<file path="src/rtl/core/c8core_ram.sv">
// Generic single-port RAM with registered read.
module c8core_ram #(
   parameter int WIDTH = 8,
   parameter int DEPTH = 16
) (
   input  logic                     clock,
   input  logic                     wr_en,
   input  logic [$clog2(DEPTH)-1:0] addr,
   input  logic [WIDTH-1:0]         wr_data,
   output logic [WIDTH-1:0]         rd_data
);
   logic [WIDTH-1:0] mem [DEPTH];
   logic [WIDTH-1:0] rd_data_ff;

   always_ff @(posedge clock) begin
      if (wr_en) begin
         mem[addr] <= wr_data;
      end
      rd_data_ff <= mem[addr];
   end

   assign rd_data = rd_data_ff;
endmodule

</file>
<file path="config.mk">
export PLATFORM = sky130hd
export DESIGN_NAME = c8core_ram
export DESIGN_NICKNAME = d
export VERILOG_FILES = /design/src/rtl/core/c8core_ram.sv
export SDC_FILE = /design/constraint.sdc
export NUM_CORES = 1
export LEC_CHECK = 0
export BUFFER_PORTS_ARGS = -buffer_cell sky130_fd_sc_hd__buf_4
export CORE_MARGIN = 1.5
export CORE_UTILIZATION = 45
export DETAILED_ROUTE_END_ITERATION = 7
export MAX_ROUTING_LAYER = met4
export PLACE_DENSITY = 0.63
export SYNTH_ARGS = -nofsm -noshare
export SYNTH_HDL_FRONTEND = slang
export SYNTH_SLANG_ARGS = --single-unit
</file>
<file path="constraint.sdc">
create_clock -name clock -period 2.1 [get_ports clock]
set_input_delay 0.42 -clock clock [delete_from_list [all_inputs] [get_ports clock]]
set_output_delay 0.42 -clock clock [all_outputs]
set_load 0.005 [all_outputs]
</file>
Word level (Yosys, flattened, before mapping) --
Memories as Yosys holds them, arrays and structs flattened. A register that Yosys moved wholly into a read port is not among the register bits. Cells that the tools add are included.
Word-level totals: register bits after elaboration 0, word-level logic and storage cells 3, memories kept 1, bits in writable memories 128
Cells by class: mux-type cells 2
Memory list:
- mem | depth 16, bits a word 8, read ports 1, clocked after Yosys merged registers in 1, wr ports 1, line 12 | logic [WIDTH-1:0] mem [DEPTH];
Operator list (number):
- two-way mux 1 bit | 2

Logic depth before layout (Yosys ltp) --
depth in word-level cells 2, depth in mapped cells 5, mapped depth without buffers 3

Worst setup path before layout --
No wires, ideal clock.
path kind in2reg, start input addr[2], end memory mem[0][0], enable pin, cell stages on the path 2, slack 0.187 ns, path buffers 0, library setup time 0.383 ns, arrival time 1.530 ns, cell sequence or3b_2 -> nor3_1
RTL lines:
- start: declaration | line 8 | input logic [$clog2(DEPTH)-1:0] addr,
- end: declaration | line 12
No word-level cell before the write port.

Worst setup path after layout --
start input addr[3], end memory mem[4][5], enable pin
No word-level cell before the write port.

==> results.py <==
metrics = {
    "status": {
        "outcome": "finished, final reports clean",
    },
    "timing": {
        "final.setup.tns_ps": 0,
        "fin_crit_sh_pct": 67.7,
        "min_period_ps": 1420,
        "slew_violations": 0,
        "tightest_slew_ps": 1040,
        "skew_ps": 11.2,
        "fmax_mhz": 704,
        "finalHoldViolations": 0,
        "rsz0062_at_grt": "no",
        "setup_viol": 0,
        "slew_headroom_pct": 30.2,
    },
    "place": {
        "dpl.hpwl_mm": 6.24,
        "place_area_sq_um": 5520,
        "gp_congestion": 0.772,
        "io_buffers": 21,
        "place_inst": 401,
    },
    "power": {
        "p_leak_nw": 2.03,
        "ir_worst_vdd_uv": 559,
        "p_per_area_nw_per_um2": 1030,
    },
    "worst_setup_path": {
        "slowest_delay_ps": 820,
        "critPathCaptureType": "flop",
        "r2r_start": "mem[0][3]",
        "cp.arrival_ps": 1570,
        "rr_endpoint": "rd_data[3]",
        "startpoint": "addr[3]",
        "start_kind": "primary input",
        "cp_cell_sequence": "buf_4, nand3b_1, nor3_1",
        "crit_slowest_cell": "nor3_1",
        "path_max_fanout": 8,
        "crit_type": "primary input to flop",
        "critPathTopFamily": "simple AND/OR/NAND/NOR gates",
        "r2r_slack_ps": 780,
        "cp.buffers_inverters": 1,
        "r2r_cells": 3,
        "crit_required_ps": 2250,
    },
    "worst_hold_path": {
        "worstHoldPathCells": 1,
        "hold_start": "wr_data[5]",
        "min_path_type": "primary input to flop",
        "min_to": "mem[12][5]",
    },
    "cts": {
        "tritoncts": "yes",
        "htreeDepth": 4,
        "path_clk_slew_ps": 60,
        "worstSkewPairLatency_ps": 530,
        "cts_buffers": 17,
        "clock-sinks": 136,
        "postCtsHoldBufs": 0,
        "root_buffer": "clkbuf_8",
        "cts_setup_buffers": 0,
        "post_cts_resized": 0,
        "clockBufferDepth": 2,
    },
    "final_layout": {
        "drive_above_1_share_pct": 35.8,
        "diodes": 0,
        "finish.net_count": 294,
        "multiInputGateArea_sq_um": 1000,
        "final_common_cell": "edfxtp_1",
        "syn2layout_area_growth_pct": 20.8,
        "stdcell_count": 433,
        "design_area_sq_um": 6120,
        "final_core_util_pct": 56.2,
        "fillers": 804,
        "regArea_sq_um": 4000,
        "final_cell_mix": "edfxtp_1 (128), buf_4 (40), mux4_2 (32), a22oi_1 (16), clkbuf_16 (16)",
    },
    "drt": {
        "drtPass1Iterations": 4,
        "vias": 2351,
        "drc": 0,
        "wire_per_inst_um": 22.0,
        "viasPerCell": 5.43,
        "routed_wl_mm": 9.52,
        "drtIter0Drc": 124,
        "antenna_left": 0,
    },
    "global_routing": {
        "grt_pass1_wl_mm": 14.7,
        "grtUsageTotal_pct": 18.9,
        "grt_max_degree": 19,
        "antenna_found_initial": 0,
        "grt-ovfl-total": 0,
        "grt_pass1_vias": 2517,
    },
    "die": {
        "die_h_um": 109,
        "fp-row-count": 38,
        "die_area_sq_um": 11900,
        "initial_core_util_pct": 46.5,
        "fp.dieW_um": 109,
        "core-area_sq_um": 10900,
        "ios": 22,
    },
    "flow_run": {
        "cap_violations": 0,
    },
    "synth": {
        "netlist_area_sq_um": 5070,
        "yosysWarnings": 0,
        "yosysSeqAreaShare_pct": 79.0,
        "synth_cells": 230,
        "synth_nets": 244,
        "synth.avg_cell_area_sq_um": 22.0,
        "yosys.cell_types.count": 18,
        "ys_ff_latch": 136,
    },
}
==> worst register-to-register path, cell delays in order, from the launching register on <==
cell      delay, ps
edfxtp_1        370
mux4_2          460
a22oi_1         260
nand2_1         110
==> worst max path at each step <==
stage,end,depth (start not counted)
final,mem[4][5],3
after floorplan,mem[0][0],2
after CTS,mem[4][0],3
after global routing,mem[4][0],3
after global placement,mem[4][0],3
after detailed placement,mem[4][0],3
==> cells in the mapped netlist <==
cell | number | share of area [%]
mux4_2 | 32 | 14
or3b_2 | 1 | 0.17
nor2b_1 | 2 | 0.25
nand3b_1 | 2 | 0.30
buf_6 | 2 | 0.44
nor3_1 | 4 | 0.40
nor2_1 | 13 | 0.96
nand3_1 | 1 | 0.099
dfxtp_1 | 8 | 3.2
nand2_1 | 9 | 0.67
edfxtp_1 | 128 | 76
a22oi_1 | 16 | 2.4
buf_2 | 2 | 0.20
clkbuf_2 | 1 | 0.099
nand2b_1 | 2 | 0.25
and2_1 | 1 | 0.12
buf_1 | 4 | 0.30
clkbuf_1 | 2 | 0.15
==> report_power, final <==
| part | internal, W | switching (W) | total [W] |
|---|---|---|---|
| logic | 0.000145 | 0.000160 | 0.000305 |
| registers | 0.00304 | 0.0000165 | 0.00305 |
| clock network | 0.00187 | 0.00106 | 0.00293 |
==> registers in the layout (all words and copies together), names as in the netlist <==
| name | flops |
|---|---|
| mem | 128 |
| rd_data | 8 |
==> area by class of cell <==
| type | instances | area share (%) |
|---|---|---|
| Clock buffer | 21 | 7.34 |
| Clock inverter | 11 | 2.41 |
| Multi-Input combinational cell | 83 | 16.4 |
| Sequential cell | 136 | 65.4 |
| Tap cell | 140 | 2.86 |
| Timing Repair Buffer | 42 | 5.56 |
==> per-layer routing <==
layer | vias up | global-route usage [%] | routed length [um]
li1 | 1063 | - | -
met1 | 1214 | 22.3 | 4080
met2 | 64 | 30.0 | 4890
met3 | 10 | 5.98 | 441
met4 | 0 | 8.18 | 104
met5 | - | - | 0
==> metrics by stage <==
step / total power (W) / setup WS (ps) / hold slack, ps
after CTS: 0.00634 / 643 / 188
after global routing: 0.00647 / 579 / 207
final: 0.00628 / 679 / 202
after floorplan: 0.00326 / 187 / 519
after detailed placement: 0.00342 / 84.5 / 661
after global placement: 0.00341 / 143 / 652
==> cells by family (layout without fill, tap and decap cells) <==
logic type	count (synthesis)	after routing	synth area share, %
flops	136	136	79.0
simple gates	35	35	3.21
mux	32	32	14.2
compound gates	16	16	2.37
buf+inv	11	74	1.19
Power figures use the tool's default switching activity.
