## config.mk

```make
export PLATFORM = sky130hd
export DESIGN_NAME = c8core_regs
export DESIGN_NICKNAME = d
export VERILOG_FILES = /design/src/rtl/core/c8core_regs.sv
export SDC_FILE = /design/constraint.sdc
export NUM_CORES = 1
export LEC_CHECK = 0
export ABC_CLOCK_PERIOD_IN_PS = 3000
export BUFFER_PORTS_ARGS = -buffer_cell sky130_fd_sc_hd__buf_4
export CAP_MARGIN = 40
export CORE_UTILIZATION = 55
export CTS_CLUSTER_SIZE = 30
export DETAILED_ROUTE_END_ITERATION = 8
export PLACE_DENSITY = 0.85
export SLEW_MARGIN = 20
export SYNTH_ARGS = -nofsm -noshare
export SYNTH_HDL_FRONTEND = slang
export SYNTH_SLANG_ARGS = --single-unit
export TNS_END_PERCENT = 50
```

## constraint.sdc

```tcl
create_clock -name clock -period 3 [get_ports clock]
set_input_delay 0.3 -clock clock [delete_from_list [all_inputs] [get_ports clock]]
set_output_delay 0.3 -clock clock [all_outputs]
set_load 0.02 [all_outputs]
```

## src/rtl/core/c8core_regs.sv

```systemverilog
// Register file V0..VF, flop based with a clearing reset.
module c8core_regs (
   input  logic       clock,
   input  logic       reset,
   input  logic       wr_en,
   input  logic [3:0] wr_idx,
   input  logic [7:0] wr_data,
   input  logic [3:0] rd_idx_a,
   input  logic [3:0] rd_idx_b,
   output logic [7:0] rd_a,
   output logic [7:0] rd_b
);
   logic [7:0] v_ff [16];

   always_ff @(posedge clock) begin
      if (reset) begin
         for (int i = 0; i < 16; i++) begin
            v_ff[i] <= '0;
         end
      end else if (wr_en) begin
         v_ff[wr_idx] <= wr_data;
      end
   end

   assign rd_a = v_ff[rd_idx_a];
   assign rd_b = v_ff[rd_idx_b];
endmodule

```

# ---- Word level (Yosys, flattened, before mapping)
# Memory sizes are Yosys's and may differ from the RTL's.
# Index checks and enable logic that the tools add are counted.
dict set report word_totals {
  regBits 0
  latch_bits 0
  ramBits 128
  n_memories 1
  mem_bits_ro 0
}
# name words width rd rd_ports_with_merged_regs write_ports line
set memory_table {}
lappend memory_table {v_ff 16 8 2 0 16 13} ;# logic [7:0] v_ff [16];
dict set report classes {
  bitwise 0
  n_div 0
  eq_ne 0
  n_addsub 0
  n_shift 0
  reduce_logical 1
  n_mul 0
  magnitude_cmp 0
  n_mux 8
}
# operator n
set ops {}
lappend ops {{8-bit 2-to-1 mux} 1}
lappend ops {{8-bit OR reduction} 1}
lappend ops {{1-bit 2-to-1 mux} 6}
lappend ops {{4-bit 2-to-1 mux} 1}

# ---- Longest topological paths before layout
# Gate-level depths: netlist of the first run.
dict set report logic_depth {
  ltp_word 5
  mapped_depth 5
  depth_no_buf 3
}

# ---- Least setup slack after synthesis of the first run
# OpenSTA, ideal clock, no wires.
dict set report synth_path {
  kind {input-to-output}
  start {input rd_idx_a[0]}
  end {output rd_a[5]}
  arrival_ps 1558
  stages 5
  n_path_buf 2
  slack_ps 1142
  path_cell_list {buf_2 buf_2 mux4_2 a22oi_1 nand2_1}
}
dict set report synth_via {
  elab_chain_len 1
}
# element line
set synth_rtl {}
lappend synth_rtl {{start: declaration} 8} ;# input logic [3:0] rd_idx_a,
lappend synth_rtl {{memory read 16 x 8 bit} --}
lappend synth_rtl {{end: declaration} 10} ;# output logic [7:0] rd_a,
# No other way between the ends.

# ---- Final worst setup path of the first run
dict set report layout_path {
  start {input rd_idx_a[0]}
  end {output rd_a[7]}
}
# The elaborated chain is that of the path after synthesis.

==> results of run 1 <==
==> cell usage in the layout, fill, tap and decap left out, drive strengths merged <==
cell type  synthesis  routed
and2             130     130
edfxtp           128     128
mux4              64      64
buf               15      46
a22oi             32      32
clkbuf            15      20
nand2             17      17
or2               16      16
nor2              14      14
clkinv             0       8
nor2b              4       4
nor3               4       4
nand2b             2       2
nand4bb            2       2
bufinv             0       2
or4b               1       1
nand4b             1       1
==> cell type report <==
cell class / instances / area [µm²]
multi-input cells: 287 / 2830
repair buffers: 46 / 345
clock buffers: 20 / 437
flip-flops and latches: 128 / 3840
well taps: 147 / 184
fillers: 808 / 4280
clock inverters: 10 / 96.3
==> per-layer routing <==
layer	track usage	routed length, µm	share of wire
met5	0	0	0
met4	0.162	783	0.047
met3	0.0696	1790	0.11
met1	0.327	5570	0.34
met2	0.463	8430	0.51
==> worst paths after layout <==
path,to,slack (ns),startpoint,cells past startpoint
worst min-delay path,v_ff[7][5],0.30,wr_data[5],2
worst max-delay path,rd_a[7],0.70,rd_idx_a[0],5
==> metrics by stage <==
stage	util	cells	hold slack [ns]	power, mW	worst slack, ns
6_report	0.644	638	0.297	4.55	0.704
5_1_grt	0.644	638	0.310	4.65	0.584
4_1_cts	0.644	638	0.292	4.55	0.703
3_5_place_dp	0.599	608	0.721	2.68	0.718
3_3_place_gp	0.599	608	0.712	2.66	0.737
2_1_floorplan	-	445	0.498	2.49	1.14
==> power by group <==
| group | internal [mW] | switching, mW | leakage (nW) |
|---|---|---|---|
| combinational | 0.244 | 0.280 | 1.26 |
| clock | 1.19 | 0.699 | 0.266 |
| sequential | 2.07 | 0.0576 | 1.22 |
| total | 3.51 | 1.04 | 2.74 |
==> kinds of logic after synthesis <==
kind of cell    Yosys count  synth area share
simple gates            191             0.168
flops                   128             0.565
buf+inv                  30            0.0195
mux                      64             0.212
compound gates           32            0.0353
==> impl_results.md, run 1 <==
* Gr usage total at 0.277
* Yosys reg bits at about 130
* Fmax at 436 MHz
* Drt drc at 0
* Row count at 40
* Congestion Overflow GR at 0
* Max FFs per register at roughly 130
* Max Buffers Root-to-Sink at 2
* Diodes inserted at 0
* MaxCap Viol Count at 0
* CP arrival at around 2 ns
* Top cells by count, synth: and2_1 (130), edfxtp_1 (128), mux4_2 (64), a22oi_1 (32), nand2_1 (17)
* Post-DP HPWL at 11100 µm
* Slew at the pin closest to its max-slew limit at 0.851 ns
* Yosys warnings at 0
* LEAKAGE at 2.74 nW
* Fin. Hold Viols at 0
* Period utilization at 0.765
* Top cells by area, synth: edfxtp_1 (57%), mux4_2 (21%), and2_1 (12%)
* Final setup fails at 0
* Worst min-delay path class: in2reg
* Post-DP Area at ~7000 µm²
* Initial Util at 0.566
* Top-area cell type share of the netlist area at 0.565
* Pin count of the biggest net entering global routing at 33
* PostCTS Resize Cnt at 0
* Root Driver: clkbuf_16
* DRT Wirelength at 16600 µm
* # hold bufs at CTS at 0
* RSZ-0062 raised after global routing: false
* Setup TNS at 0 ns
* 1st-pass router iterations at 5
* IO buf count at 38
* Worst Setup Start Kind: input pin
* Vias at between 4000 and 5000
* CTS buffer count at 17
* Most used cell, CP: buf_4
* Cell Chain, Critical Path: buf_4 > mux4_2 > a22oi_1 > nand2_1 > buf_4
* Reg clk slew, reported paths at 0.05 ns
* Die X at between 100 and 150 µm
* Slew Viols, Final at 0
* Core footprint at 12000 µm²
* Area leader, netlist: edfxtp_1
* CP required at around 2.7 ns
* Worst vdd ir at about 0.40 mV
* RePlAce Congestion at just under 0.9
* Synth Flop Type: edfxtp_1
* Period minus WS final at 2.30 ns
* Most frequent cell after synthesis: and2_1
* Async SR Flop Fraction at 0
* Post-CTS Setup Bufs at 0
* Avg Inst Size Synth at 15.3 µm²
* Initial antenna violation count at 0
* Slew HR at 0.432
* EDFF count, synth at approximately 130
* CP Max Fanout at 32
* CP Buf/Inv Count at 2
* Post-synthesis sequential area ratio at 0.565
* Biggest register: v_ff
* Clk sinks at 128
* Largest regs: v_ff x128
* Share of layout cells above drive strength 1 at 0.316
* Instance count of the mapped netlist at 445
* Finished Cell Area at between 7000 and 8000 µm²
* Iteration-0 DRC Markers at 521
* Die area at 12800 µm²
* P&R area growth vs syn at 13.7%
* Synthesized area at 6800 µm²
* Vias in the first global route at around 4400
* WL/cell at 26.0 µm
* Worst path top cell family by delay: buffers and inverters
* Status: finished, final reports clean
* Post-synthesis cell type count at 19
* Synth Net Count at roughly 470
* Top Ports at 39
* Largest stage delay, worst path at between 0.6 and 0.7 ns
* Pwr dens at just under 600 nW/µm²
* First-pass GRT wire length at between 20000 and 25000 µm
* CTS tree: yes
* H-tree levels at 4
* Critical Path Slowest Stage Cell: mux4_2
* Vias per Instance at 6.82
* Setup CP Type: in2out
* Post-route ant nets at 0
* Final #Nets at 503
* Crit end category: output port
* Die Y-Extent at about 110 µm
Note: power is estimated with default switching activity, not from simulation.
==> run 2, diff against run 1 <==
--- a/config.mk
+++ b/config.mk
@@ -5,13 +5,14 @@
 export SDC_FILE = /design/constraint.sdc
 export NUM_CORES = 1
 export LEC_CHECK = 0
-export ABC_CLOCK_PERIOD_IN_PS = 3000
+export ABC_AREA = 1
+export ABC_CLOCK_PERIOD_IN_PS = 2100
 export BUFFER_PORTS_ARGS = -buffer_cell sky130_fd_sc_hd__buf_4
 export CAP_MARGIN = 40
 export CORE_UTILIZATION = 55
 export CTS_CLUSTER_SIZE = 30
 export DETAILED_ROUTE_END_ITERATION = 8
-export PLACE_DENSITY = 0.85
+export PLACE_DENSITY = 0.88
 export SLEW_MARGIN = 20
 export SYNTH_ARGS = -nofsm -noshare
 export SYNTH_HDL_FRONTEND = slang
==> constraint.sdc (replaced) <==
create_clock -name clock -period 2.1 [get_ports clock]
set_input_delay 0.21 -clock clock [delete_from_list [all_inputs] [get_ports clock]]
set_output_delay 0.21 -clock clock [all_outputs]
set_load 0.02 [all_outputs]
==> run 2 against run 1 <==
Synthesized cell count up 120%. Sequential share of layout area decreased by 5.1 points. Die area rose by 10%. Non-clock buffer count rose by 16. Clock power up 52%. Critical path depth up 2. Global-route usage up 7.9 points. Routed wire length is 45% higher.
==> impl_results.md, run 2 <==
* Largest regs: v_ff x128
* Iteration-0 DRC Markers at 1527 (+190%)
* Period minus WS final at 1.83 ns
* Finished Cell Area at 8620 µm² (+11%)
* Final #Nets at 1047 (+110%)
* Die X at 119 µm (+5.0%)
* Avg Inst Size Synth at 7.52 µm² (-51%)
* Top cells by count, synth: nand2_1 (290), nand3_1 (224), inv_1 (147), nor2_1 (131), edfxtp_1 (128)
* 1st-pass router iterations at 7 (+2)
* Post-DP Area at 8050 µm² (+12%)
* Gr usage total at 0.356 (+0.0788)
* CP Max Fanout at 2 (-94%)
* Worst Setup Start Kind: register
* RePlAce Congestion at 0.991 (+14%)
* Crit end category: output port
* Multi-input logic area at 2870 µm² (+1.4%)
* H-tree levels at 4 (unchanged)
* Status: finished, final reports clean
* Post-synthesis cell type count at 11 (-8)
* Congestion Overflow GR at 0 (unchanged)
* Final setup fails at 0 (unchanged)
* Top Ports at 39 (unchanged)
* LEAKAGE at 4.10 nW (+49%)
* Post-synthesis sequential area ratio at 0.511 (-0.0539)
* Max FFs per register at 128 (unchanged)
* Synthesized area at 7520 µm² (+11%)
* Vias at 7185 (+65%)
* Diodes inserted at 0 (unchanged)
* Fmax at roughly 550 MHz
* Period utilization at 0.869
* Die Y-Extent at 119 µm (+5.0%)
* Post-DP HPWL at 15700 µm (+42%)
* Initial antenna violation count at 0 (unchanged)
* Initial Util at 0.566 (-0.000760)
* Root Driver: clkbuf_16
* Yosys warnings at 0 (unchanged)
* Psw at 1.92 mW (+85%)
* Reg area at 3840 µm² (unchanged)
* Worst vdd ir at 0.571 mV (+43%)
* Tightest hold margin at 0.331 ns (+0.0338 ns)
* Instance count of the mapped netlist at 1000 (+120%)
* PostCTS Resize Cnt at 0 (unchanged)
* Worst min-delay path class: in2reg
* Yosys reg bits at 128 (unchanged)
* Max Buffers Root-to-Sink at 2 (unchanged)
* Area leader, netlist: edfxtp_1
* Most frequent cells in the layout: nand2_1 (290), nand3_1 (224), inv_1 (147), nor2_1 (131), edfxtp_1 (128)
* Combinational power share at 0.149 (+0.034)
* Row count at 42 (+5.0%)
* Setup TNS at 0 ns (unchanged)
* Commonest non-fill, non-tap cell in the layout: nand2_1
* Share of layout cells above drive strength 1 at 0.111 (-0.205)
* Clk sinks at 128 (unchanged)
* Drt drc at 0 (unchanged)
* Vias per Instance at 5.92 (-13%)
* Reg clk slew, reported paths at 0.06 ns (about the same)
* Slew HR at 0.474 (+0.0420)
* Biggest register: v_ff
* CTS buffer count at 17 (unchanged)
* Reg power frac at 0.436 (-0.033)
* Clk pwr share at 0.415 (about the same)
* WL/cell at 19.8 µm (-24%)
* DRT Wirelength at 24000 µm (+45%)
* CP required at 1.89 ns (-0.81 ns)
* Most frequent cell after synthesis: nand2_1
* Top cells by area, synth: edfxtp_1 (51%), nand3_1 (15%), nand2_1 (14%)
* Fill count at 1050 (+30%)
* Setup CP Type: reg2out
* Top-area cell type share of the netlist area at 0.511 (-0.0539)
* Vias in the first global route at 6681 (+51%)
* Core footprint at 13300 µm² (+11%)
* Die area at 14100 µm² (+10%)
* Slew at the pin closest to its max-slew limit at 0.787 ns (-0.0641 ns)
* Slew Viols, Final at 0 (unchanged)
* Post-CTS Setup Bufs at 0 (unchanged)
* Synth Flop Type: edfxtp_1
* RSZ-0062 raised after global routing: false
* Pwr dens at 803 nW/µm² (+37%)
* CP arrival at 1.62 ns (-0.38 ns)
* Switch share at 0.277 (+0.0490)
* EDFF count, synth at 128 (unchanged)
* Synth Net Count at 1023 (+120%)
* IO buf count at 38 (unchanged)
* Async SR Flop Fraction at 0 (unchanged)
* Post-route ant nets at 0 (unchanged)
* CTS tree: yes
* First-pass GRT wire length at 37200 µm (+49%)
* Internal Pwr Total at 5.00 mW (+42%)
* MaxCap Viol Count at 0 (unchanged)
* Fin. Hold Viols at 0 (unchanged)
* # hold bufs at CTS at 0 (unchanged)
* P&R area growth vs syn at 14.6%
* Pin count of the biggest net entering global routing at 54 (+64%)
## run 2: cell types whose count changed after synthesis, sizes merged, moves of 2 or more
cell and change:
inv +150, buf +13, nand3 +224, nor2b -4, nand2b -2, and2 -130
a22oi -32, nand4bb -2, nand2 +289, clkbuf +14, mux4 -64, or2 -16
nor2 +117
## run 2: cell families after synthesis
kind of cell	count (synthesis)	synth area share
flip-flops	128	0.511
AND/OR/NAND/NOR	665	0.381
buffers and inverters	207	0.108
## run 2: final cells by class
type | count | share of cell area
Sequential cell | 128 | 0.446
Multi-Input combinational cell | 665 | 0.333
Inverter | 150 | 0.0653
Timing Repair Buffer | 62 | 0.0642
Clock buffer | 18 | 0.0498
Tap cell | 176 | 0.0256
Clock inverter | 14 | 0.0164
## run 2: final timing paths
path                   start          to  cells past startpoint
setup / recovery  v_ff[6][3]     rd_a[3]                      7
hold / removal     wr_idx[3]  v_ff[0][2]                      4
## run 2: metal layers
metal,vias to the layer above,track usage,wire length [µm]
met5,-,0,0
met2,623,0.518,10500
li1,3219,-,-
met3,117,0.0924,3350
met4,0,0.214,1440
met1,3226,0.476,8680
## run 2: metrics by stage
stage | util | instances | setup WS, ns | power (mW)
3_3_place_gp | 0.605 | 1181 | 0.315 | 4.03
6_report | 0.648 | 1213 | 0.274 | 6.92
2_1_floorplan | - | 1000 | 0.634 | 3.66
3_5_place_dp | 0.605 | 1181 | 0.256 | 4.05
4_1_cts | 0.648 | 1213 | 0.341 | 6.86
5_1_grt | 0.648 | 1213 | 0.172 | 7.10
## run 2: power groups by stage
stage | sequential (mW) | combinational, mW | clock, mW
6_report | 3.02 | 1.03 | 2.87
5_1_grt | 3.02 | 1.10 | 2.97
4_1_cts | 3.01 | 0.995 | 2.85
3_5_place_dp | 3.06 | 0.985 | 0
3_3_place_gp | 3.06 | 0.972 | 0
2_1_floorplan | 3.03 | 0.631 | 0
## run 2: worst max-delay path: stages (launching register included)
cell and delay [ns]:
edfxtp_1 0.38, inv_1 0.09, nand2_1 0.05, nand3_1 0.08, nand3_1 0.11, nand3_1 0.11, nand2_1 0.15, buf_4 0.20
